--- config.mk ---
export PLATFORM = sky130hd
export DESIGN_NAME = scalar_kalman_filter_unit
export DESIGN_NICKNAME = d
export VERILOG_FILES = /design/src/rtl/skf_pkg.sv /design/src/rtl/scalar_kalman_filter_unit.sv /design/src/rtl/skf_divider.sv /design/src/rtl/skf_mult.sv
export SDC_FILE = /design/constraint.sdc
export NUM_CORES = 2
export LEC_CHECK = 0
export BUFFER_PORTS_ARGS = -buffer_cell sky130_fd_sc_hd__buf_4
export CELL_PAD_IN_SITES_DETAIL_PLACEMENT = 0
export CELL_PAD_IN_SITES_GLOBAL_PLACEMENT = 1
export CORE_ASPECT_RATIO = 0.9
export CORE_MARGIN = 2
export CORE_UTILIZATION = 51
export CTS_BUF_LIST = sky130_fd_sc_hd__clkbuf_8
export DETAILED_ROUTE_END_ITERATION = 16
export PLACE_DENSITY = 0.85
export RECOVER_POWER = 100
export SLEW_MARGIN = 5
export SYNTH_ARGS = -nofsm -noshare
export SYNTH_HDL_FRONTEND = slang
export SYNTH_SLANG_ARGS = --single-unit
export TNS_END_PERCENT = 100
--- constraint.sdc ---
create_clock -name aclk -period 9.2 [get_ports aclk]
set_clock_uncertainty 0.1 [all_clocks]
set_input_delay 0 -clock aclk [delete_from_list [all_inputs] [get_ports aclk]]
set_output_delay 0 -clock aclk [all_outputs]
set_load 0.05 [all_outputs]
--- src/rtl/skf_pkg.sv ---
package skf_pkg;

    localparam int MEAS_W = 16;
    localparam int FRAC_W = 16;
    localparam int X_W    = 32;
    localparam int P_W    = 32;
    localparam int D_W    = P_W + 1;
    localparam int G_W    = FRAC_W + 1;
    localparam int EXT_W  = X_W + 2;
    localparam int MB_W   = G_W + 1;
    localparam int PROD_W = EXT_W + MB_W;
    localparam int CFG_W  = 32;
    localparam int CFG_AW = 2;

    localparam logic [G_W-1:0] GAIN_ONE = G_W'(1) << FRAC_W;

    typedef enum logic [CFG_AW-1:0] {
        CFG_PROC_NOISE = 2'd0,
        CFG_MEAS_NOISE = 2'd1,
        CFG_INIT_EST   = 2'd2,
        CFG_INIT_COV   = 2'd3
    } cfg_idx_t;

    typedef enum logic [7:0] {
        ST_IDLE = 8'b0000_0001,
        ST_PRED = 8'b0000_0010,
        ST_DIVS = 8'b0000_0100,
        ST_DIVW = 8'b0000_1000,
        ST_MULX = 8'b0001_0000,
        ST_ADDX = 8'b0010_0000,
        ST_COV  = 8'b0100_0000,
        ST_OUT  = 8'b1000_0000
    } state_t;

endpackage

--- src/rtl/scalar_kalman_filter_unit.sv ---
// Items are taken one at a time: s_tready is high only in ST_IDLE, and the
// output load stalls while an earlier result is untaken. Each item goes through
// the prediction, the 17 one-bit-per-cycle steps of the restoring gain divider,
// two passes through the shared multiplier and the output load.
// Reset (aresetn low, synchronous) restores the register defaults and loads the
// estimate and covariance from them; every configuration write reloads both.
module scalar_kalman_filter_unit
    import skf_pkg::*;
(
    input  logic              aclk,
    input  logic              aresetn,
    input  logic              s_tvalid,
    output logic              s_tready,
    input  logic [15:0]       s_tdata,   // [15:0] measurement
    output logic              m_tvalid,
    input  logic              m_tready,
    output logic [55:0]       m_tdata,   // [31:0] estimate, [48:32] gain, zero pad
    input  logic              cfg_we,
    input  logic [CFG_AW-1:0] cfg_addr,
    input  logic [CFG_W-1:0]  cfg_wdata
);

    state_t state_reg, state_next;

    logic [P_W-1:0]          proc_noise_reg, proc_noise_next;
    logic [P_W-1:0]          meas_noise_reg, meas_noise_next;
    logic [X_W-1:0]          init_est_reg, init_est_next;
    logic [P_W-1:0]          init_cov_reg, init_cov_next;
    logic signed [X_W-1:0]   est_reg, est_next;
    logic [P_W-1:0]          cov_reg, cov_next;
    logic signed [MEAS_W-1:0] meas_reg, meas_next;
    logic [P_W-1:0]          p1_reg, p1_next;
    logic signed [EXT_W-1:0] diff_reg, diff_next;
    logic [G_W-1:0]          gain_reg, gain_next;
    logic signed [X_W-1:0]   out_est_reg, out_est_next;
    logic [G_W-1:0]          out_gain_reg, out_gain_next;
    logic                    m_valid_reg, m_valid_next;

    logic [P_W:0]             p1_sum;
    logic [D_W-1:0]           denom;
    logic                     div_done;
    logic [G_W-1:0]           div_quo;
    logic signed [EXT_W-1:0]  mult_a;
    logic signed [MB_W-1:0]   mult_b;
    logic signed [PROD_W-1:0] product;
    logic signed [PROD_W-1:0] prod_shr;
    logic signed [EXT_W-1:0]  x_sum;
    logic signed [EXT_W-1:0]  x_max;
    logic signed [EXT_W-1:0]  x_min;

    assign x_max = EXT_W'({1'b0, {(X_W-1){1'b1}}});
    assign x_min = -x_max - EXT_W'(1);

    assign p1_sum = {1'b0, cov_reg} + {1'b0, proc_noise_reg};
    assign denom  = {1'b0, p1_reg} + {1'b0, meas_noise_reg};

    assign mult_a = (state_reg == ST_ADDX) ? EXT_W'({2'b00, p1_reg}) : diff_reg;
    assign mult_b = (state_reg == ST_ADDX) ? MB_W'({1'b0, GAIN_ONE - gain_reg})
                                           : MB_W'({1'b0, gain_reg});

    assign prod_shr = product >>> FRAC_W;
    assign x_sum    = EXT_W'(est_reg) + prod_shr[EXT_W-1:0];

    skf_divider u_div (
        .aclk     (aclk),
        .aresetn  (aresetn),
        .start    (state_reg == ST_DIVS),
        .dividend (p1_reg),
        .divisor  (denom),
        .done     (div_done),
        .quotient (div_quo)
    );

    skf_mult u_mult (
        .aclk    (aclk),
        .op_a    (mult_a),
        .op_b    (mult_b),
        .product (product)
    );

    always_comb begin
        state_next      = state_reg;
        proc_noise_next = proc_noise_reg;
        meas_noise_next = meas_noise_reg;
        init_est_next   = init_est_reg;
        init_cov_next   = init_cov_reg;
        est_next        = est_reg;
        cov_next        = cov_reg;
        meas_next       = meas_reg;
        p1_next         = p1_reg;
        diff_next       = diff_reg;
        gain_next       = gain_reg;
        out_est_next    = out_est_reg;
        out_gain_next   = out_gain_reg;
        m_valid_next    = m_valid_reg && !m_tready;

        unique case (state_reg)
            ST_IDLE: begin
                if (s_tvalid) begin
                    meas_next  = s_tdata[MEAS_W-1:0];
                    state_next = ST_PRED;
                end
            end
            ST_PRED: begin
                p1_next    = p1_sum[P_W] ? {P_W{1'b1}} : p1_sum[P_W-1:0];
                diff_next  = EXT_W'($signed({meas_reg, {FRAC_W{1'b0}}}))
                             - EXT_W'(est_reg);
                state_next = ST_DIVS;
            end
            ST_DIVS: begin
                state_next = ST_DIVW;
            end
            ST_DIVW: begin
                if (div_done) begin
                    gain_next  = div_quo;
                    state_next = ST_MULX;
                end
            end
            ST_MULX: begin
                state_next = ST_ADDX;
            end
            ST_ADDX: begin
                if (x_sum > x_max) begin
                    est_next = x_max[X_W-1:0];
                end else if (x_sum < x_min) begin
                    est_next = x_min[X_W-1:0];
                end else begin
                    est_next = x_sum[X_W-1:0];
                end
                state_next = ST_COV;
            end
            ST_COV: begin
                cov_next   = product[P_W+FRAC_W-1:FRAC_W];
                state_next = ST_OUT;
            end
            ST_OUT: begin
                if (!m_valid_reg || m_tready) begin
                    out_est_next  = est_reg;
                    out_gain_next = gain_reg;
                    m_valid_next  = 1'b1;
                    state_next    = ST_IDLE;
                end
            end
            default: begin
                state_next = ST_IDLE;
            end
        endcase

        if (cfg_we) begin
            unique case (cfg_addr)
                CFG_PROC_NOISE: proc_noise_next = cfg_wdata;
                CFG_MEAS_NOISE: meas_noise_next = cfg_wdata;
                CFG_INIT_EST:   init_est_next   = cfg_wdata;
                CFG_INIT_COV:   init_cov_next   = cfg_wdata;
                default:        proc_noise_next = proc_noise_reg;
            endcase
            est_next = init_est_next;
            cov_next = init_cov_next;
        end
    end

    always_ff @(posedge aclk) begin
        if (!aresetn) begin
            state_reg      <= ST_IDLE;
            m_valid_reg    <= 1'b0;
            proc_noise_reg <= 32'd655;
            meas_noise_reg <= 32'd65536;
            init_est_reg   <= 32'd0;
            init_cov_reg   <= 32'd65536;
            est_reg        <= '0;
            cov_reg        <= 32'd65536;
        end else begin
            state_reg      <= state_next;
            m_valid_reg    <= m_valid_next;
            proc_noise_reg <= proc_noise_next;
            meas_noise_reg <= meas_noise_next;
            init_est_reg   <= init_est_next;
            init_cov_reg   <= init_cov_next;
            est_reg        <= est_next;
            cov_reg        <= cov_next;
        end
        meas_reg     <= meas_next;
        p1_reg       <= p1_next;
        diff_reg     <= diff_next;
        gain_reg     <= gain_next;
        out_est_reg  <= out_est_next;
        out_gain_reg <= out_gain_next;
    end

    assign s_tready = (state_reg == ST_IDLE);
    assign m_tvalid = m_valid_reg;
    assign m_tdata  = {7'd0, out_gain_reg, out_est_reg};

`ifndef SYNTHESIS
    a_gain_range: assert property (@(posedge aclk) disable iff (!aresetn)
        m_valid_reg |-> (out_gain_reg <= GAIN_ONE))
        else $error("gain above one");

    a_accept_pred: assert property (@(posedge aclk) disable iff (!aresetn)
        (s_tvalid && s_tready) |=> (state_reg == ST_PRED))
        else $error("accepted item did not start prediction");

    a_div_state: assert property (@(posedge aclk) disable iff (!aresetn)
        div_done |-> (state_reg == ST_DIVW))
        else $error("divider finished outside its wait state");

    a_cfg_reload: assert property (@(posedge aclk) disable iff (!aresetn)
        cfg_we |=> (est_reg == init_est_reg) && (cov_reg == init_cov_reg))
        else $error("configuration write did not reload state");
`endif

endmodule

--- src/rtl/skf_divider.sv ---
module skf_divider
    import skf_pkg::*;
(
    input  logic             aclk,
    input  logic             aresetn,
    input  logic             start,
    input  logic [P_W-1:0]   dividend,
    input  logic [D_W-1:0]   divisor,
    output logic             done,
    output logic [G_W-1:0]   quotient
);

    localparam int CNT_W = $clog2(G_W);
    localparam logic [CNT_W-1:0] LAST_STEP = CNT_W'(G_W - 1);

    logic [D_W:0]     rem_reg, rem_next;
    logic [D_W-1:0]   div_reg, div_next;
    logic [G_W-1:0]   quo_reg, quo_next;
    logic [CNT_W-1:0] cnt_reg, cnt_next;
    logic             busy_reg, busy_next;
    logic             done_reg, done_next;
    logic             zero_reg, zero_next;
    logic [D_W:0]     trial;
    logic             fits;

    always_comb begin
        trial = (cnt_reg == '0) ? rem_reg : {rem_reg[D_W-1:0], 1'b0};
        fits  = trial >= {1'b0, div_reg};

        rem_next  = rem_reg;
        div_next  = div_reg;
        quo_next  = quo_reg;
        cnt_next  = cnt_reg;
        busy_next = busy_reg;
        done_next = 1'b0;
        zero_next = zero_reg;

        if (start) begin
            rem_next  = {2'b00, dividend};
            div_next  = divisor;
            cnt_next  = '0;
            busy_next = 1'b1;
            zero_next = (divisor == '0);
        end else if (busy_reg) begin
            rem_next = fits ? (trial - {1'b0, div_reg}) : trial;
            quo_next = {quo_reg[G_W-2:0], fits};
            cnt_next = cnt_reg + 1'b1;
            if (cnt_reg == LAST_STEP) begin
                busy_next = 1'b0;
                done_next = 1'b1;
            end
        end
    end

    always_ff @(posedge aclk) begin
        if (!aresetn) begin
            busy_reg <= 1'b0;
            done_reg <= 1'b0;
            cnt_reg  <= '0;
        end else begin
            busy_reg <= busy_next;
            done_reg <= done_next;
            cnt_reg  <= cnt_next;
        end
        rem_reg  <= rem_next;
        div_reg  <= div_next;
        quo_reg  <= quo_next;
        zero_reg <= zero_next;
    end

    assign done     = done_reg;
    assign quotient = zero_reg ? GAIN_ONE : quo_reg;

endmodule

--- src/rtl/skf_mult.sv ---
module skf_mult
    import skf_pkg::*;
(
    input  logic                     aclk,
    input  logic signed [EXT_W-1:0]  op_a,
    input  logic signed [MB_W-1:0]   op_b,
    output logic signed [PROD_W-1:0] product
);

    logic signed [PROD_W-1:0] prod_reg;

    always_ff @(posedge aclk) begin
        prod_reg <= PROD_W'(op_a) * PROD_W'(op_b);
    end

    assign product = prod_reg;

endmodule

==> flow_summary.yaml <==
hold_path:
  worst_hold_startpoint: "cfg_wdata[12]"
  hold_path_class: "input pin to register"
critical_path:
  crit_type: "register to register"
  cpMostUsedCell: "sky130_fd_sc_hd__fa_1"
  cpMaxStageDelayCell: "sky130_fd_sc_hd__o21ai_0"
  critPathCaptureType: "register"
  worstSetupStartpointType: "register"
  crit_path_max_fanout: 21
  worst_ep_required_time_ns: 9.74
  cp_slowest_stage_delay_ns: 0.98
  timing.critical_path.from: "state_reg[7]$_SDFFE_PN0P_"
  cp_data_arrival_time_ns: 9.35
  r2r-start: "state_reg[7]$_SDFFE_PN0P_"
die:
  die_footprint_um2: 90900
  die-width_um: 318
  floorplan.rows: 103
  chipHeight_um: 286
  core_um2: 87800
  start_util: 0.514
  ports: 113
pwr:
  p_clk_frac: 0.106
  p_sw_w: 0.00968
  p_int_w: 0.00977
  power_per_cell_area_nw_per_um2: 392
  power.leakage_nw: 23.0
  worst_ir_drop_vdd_mv: 1.10
  sw_frac_of_total: 0.498
  pwr-share-seq: 0.157
  logic_gate_share_of_total_power: 0.737
  finalPower_w: 0.0194
synth:
  synth_cell_type_count: 80
  yosys.area_share.simple: 0.156
  async_set_or_reset_register_ratio_after_synthesis: 0
  synth.area.mux_share: 0.0323
  ys_seq_area_frac: 0.261
  synth_enable_flop_cells: 230
  synth-compound-area-share: 0.125
  yosys_most_used_dff: "sky130_fd_sc_hd__dfxtp_1"
  total_number_of_yosys_warnings: 0
  post-synth-top-area-fraction: 0.236
  synth_area_um2: 45100
  synthCells: 5029
  synth_top_family_by_area: "adder cells"
  post_synth.cell_area_avg_um2: 8.98
  synthTopCellsByArea: "sky130_fd_sc_hd__fa_1 24%, sky130_fd_sc_hd__edfxtp_1 15%, sky130_fd_sc_hd__dfxtp_1 11%"
  synth_area_in_xor_xnor: 0.0374
  ys_ff_latch: 474
  synth-adder-area-share: 0.310
  netlist.top_cell.by_area: "sky130_fd_sc_hd__fa_1"
sta:
  layout_min_cycle_time_ns: 8.81
  timing.fmax_mhz: 113
  final.period_utilization: 0.958
  final_hold_viol_count: 0
  max_slew_margin: -1.67
  worst_pin_slew_ns: 4.00
  final.hold.worst_slack_ns: 0.0581
  unrepaired_setup_endpoints_after_global_routing: "no"
  setup_violations_final: 0
  setup-tns-final_ns: 0
  maxSlewViolCount: 699
place:
  dp_hpwl_mm: 107
  gpl.final_weighted_congestion: 0.933
  portBuffers: 105
detailed_routing:
  number_of_drc_violations_after_detailed_routing: 0
  detail-route-antenna-nets: 0
  routed-via-count: 36100
  drtPass1Iterations: 6
  postRouteWirelength_mm: 137
  post_drt_wl_per_cell_um: 21.4
  drt_first_iter_violations: 3533
  route.detailed.vias_per_inst: 5.65
clocking:
  tritoncts: "done"
  clock_insertion_delay_worst_skew_ns: 0.73
  cts_bufs_inserted: 83
  cts_root_buffer: "sky130_fd_sc_hd__clkbuf_8"
  clock-sinks: 474
  clock_tree.buffer_depth: 3
  cts_max_level: 3
  clk_pin_slew_ns: 0.07
  postCtsSetupBuffers: 0
outcome:
  failing_checks: "capacitance limit, slew limit"
  status: "finished with violations"
global_routing:
  via_count_of_the_first_global_routing_pass: 35500
  globalRouteTotalUtil: 0.303
  grt_pass1_wl_mm: 211
  antenna_found_initial: 12
  grt_remaining_overflow: 0
  grt_start_max_net_pins: 89
layout:
  final_cell_mix: "864 x sky130_fd_sc_hd__nand2_1, 733 x sky130_fd_sc_hd__inv_1, 533 x sky130_fd_sc_hd__fa_1"
  finish.utilization: 0.564
  layout-drive-gt1-share: 0.0695
  mostFrequentLayoutCell: "sky130_fd_sc_hd__nand2_1"
  filler_cell_count: 7971
  fin_nets: 6025
  flow.area_growth_from_synthesis_pct: 9.74
flow_run:
  drv_cap: 17
## metrics by stage
step	setup WS (ns)	std cells	area [µm²]
after detailed placement	0.582	6168	47400
after global routing	0.00840	6395	49500
final	0.387	6396	49500
after CTS	0.584	6395	49800
after global placement	0.713	6168	47400
after floorplan	1.47	5035	45200
## synthesized netlist by cell type (all sizes together), types with 9 or more instances
cell type	instances
or2	9
a21o	82
o21bai	24
ha	264
dfxtp	244
nand3b	9
nand3	109
inv	705
nand4	25
and3	34
o21ai	149
nor2b	36
a211oi	21
mux2	79
fa	533
a21oi	197
edfxtp	230
a21boi	131
a211o	11
o21a	30
o211a	34
a31oi	37
o211ai	26
nor2	421
nand2	864
and2	22
a22oi	11
a221o	9
xor2	72
clkbuf	191
buf	29
xnor2	121
or3	16
mux2i	57
or4	9
nor3	51
nand2b	27
## worst max-delay path: cells and delay by family, from the launching register on
| family | cells | cell delay, ns |
|---|---|---|
| XOR/XNOR | 1 | 0.13 |
| adder cells (fa/ha/maj) | 7 | 2.95 |
| buffers and inverters | 6 | 0.64 |
| AO/OA/AOI/OAI | 10 | 3.47 |
| AND/OR/NAND/NOR | 4 | 1.13 |
| flip-flops | 1 | 0.33 |
## cell families after synthesis
group	count (synthesis)
AOI/OAI and AO/OA	840
xor gates and xnor gates	193
adders and majority gates	797
buffers and inverters	926
DFF	474
muxes	136
other	1
and+or+nand+nor	1662
## what timing repair did
item,CTS,global route
gates resized for setup,0,1
endpoints found under the hold margin,217,0
hold buffers,75,0
endpoints found under the setup margin,0,1
## layer usage
metal,share of wire,global-route usage,vias up
li1,-,-,16700
met1,0.43,0.431,17800
met2,0.45,0.473,1432
met3,0.089,0.0562,227
met4,0.030,0.0933,0
met5,0,0,-
## final timing paths
| kind | end | slack [ns] | depth (start not counted) |
|---|---|---|---|
| max | u_mult.product[49]$_DFF_P_ | 0.39 | 28 |
| min | init_cov_reg[12]$_SDFFE_PN0P_ | 0.06 | 4 |
| max reg2reg | u_mult.product[49]$_DFF_P_ | 0.39 | 28 |
| min reg2reg | u_div.quo_reg[15]$_DFFE_PP_ | 0.34 | 0 |
## layout make-up
cell class,count,area (µm²),share of cell area
clock inverter,59,452,0.00912
sequential,474,11800,0.238
timing repair buffer,273,1990,0.0401
multi-input combinational,3635,29900,0.604
antenna,1,2.50,0.0000505
clock buffer,93,1280,0.0258
inverter,706,2650,0.0535
tap,1155,1450,0.0292
## power by group through the flow
stage	registers, W	logic (W)	clock network (W)
CTS	0.00304	0.0143	0.00210
global route	0.00305	0.0160	0.00218
finish	0.00305	0.0143	0.00206
floorplan	0.00291	0.0105	0
detailed placement	0.00308	0.0142	0
global placement	0.00308	0.0141	0
(Power assumes the default switching activity.)
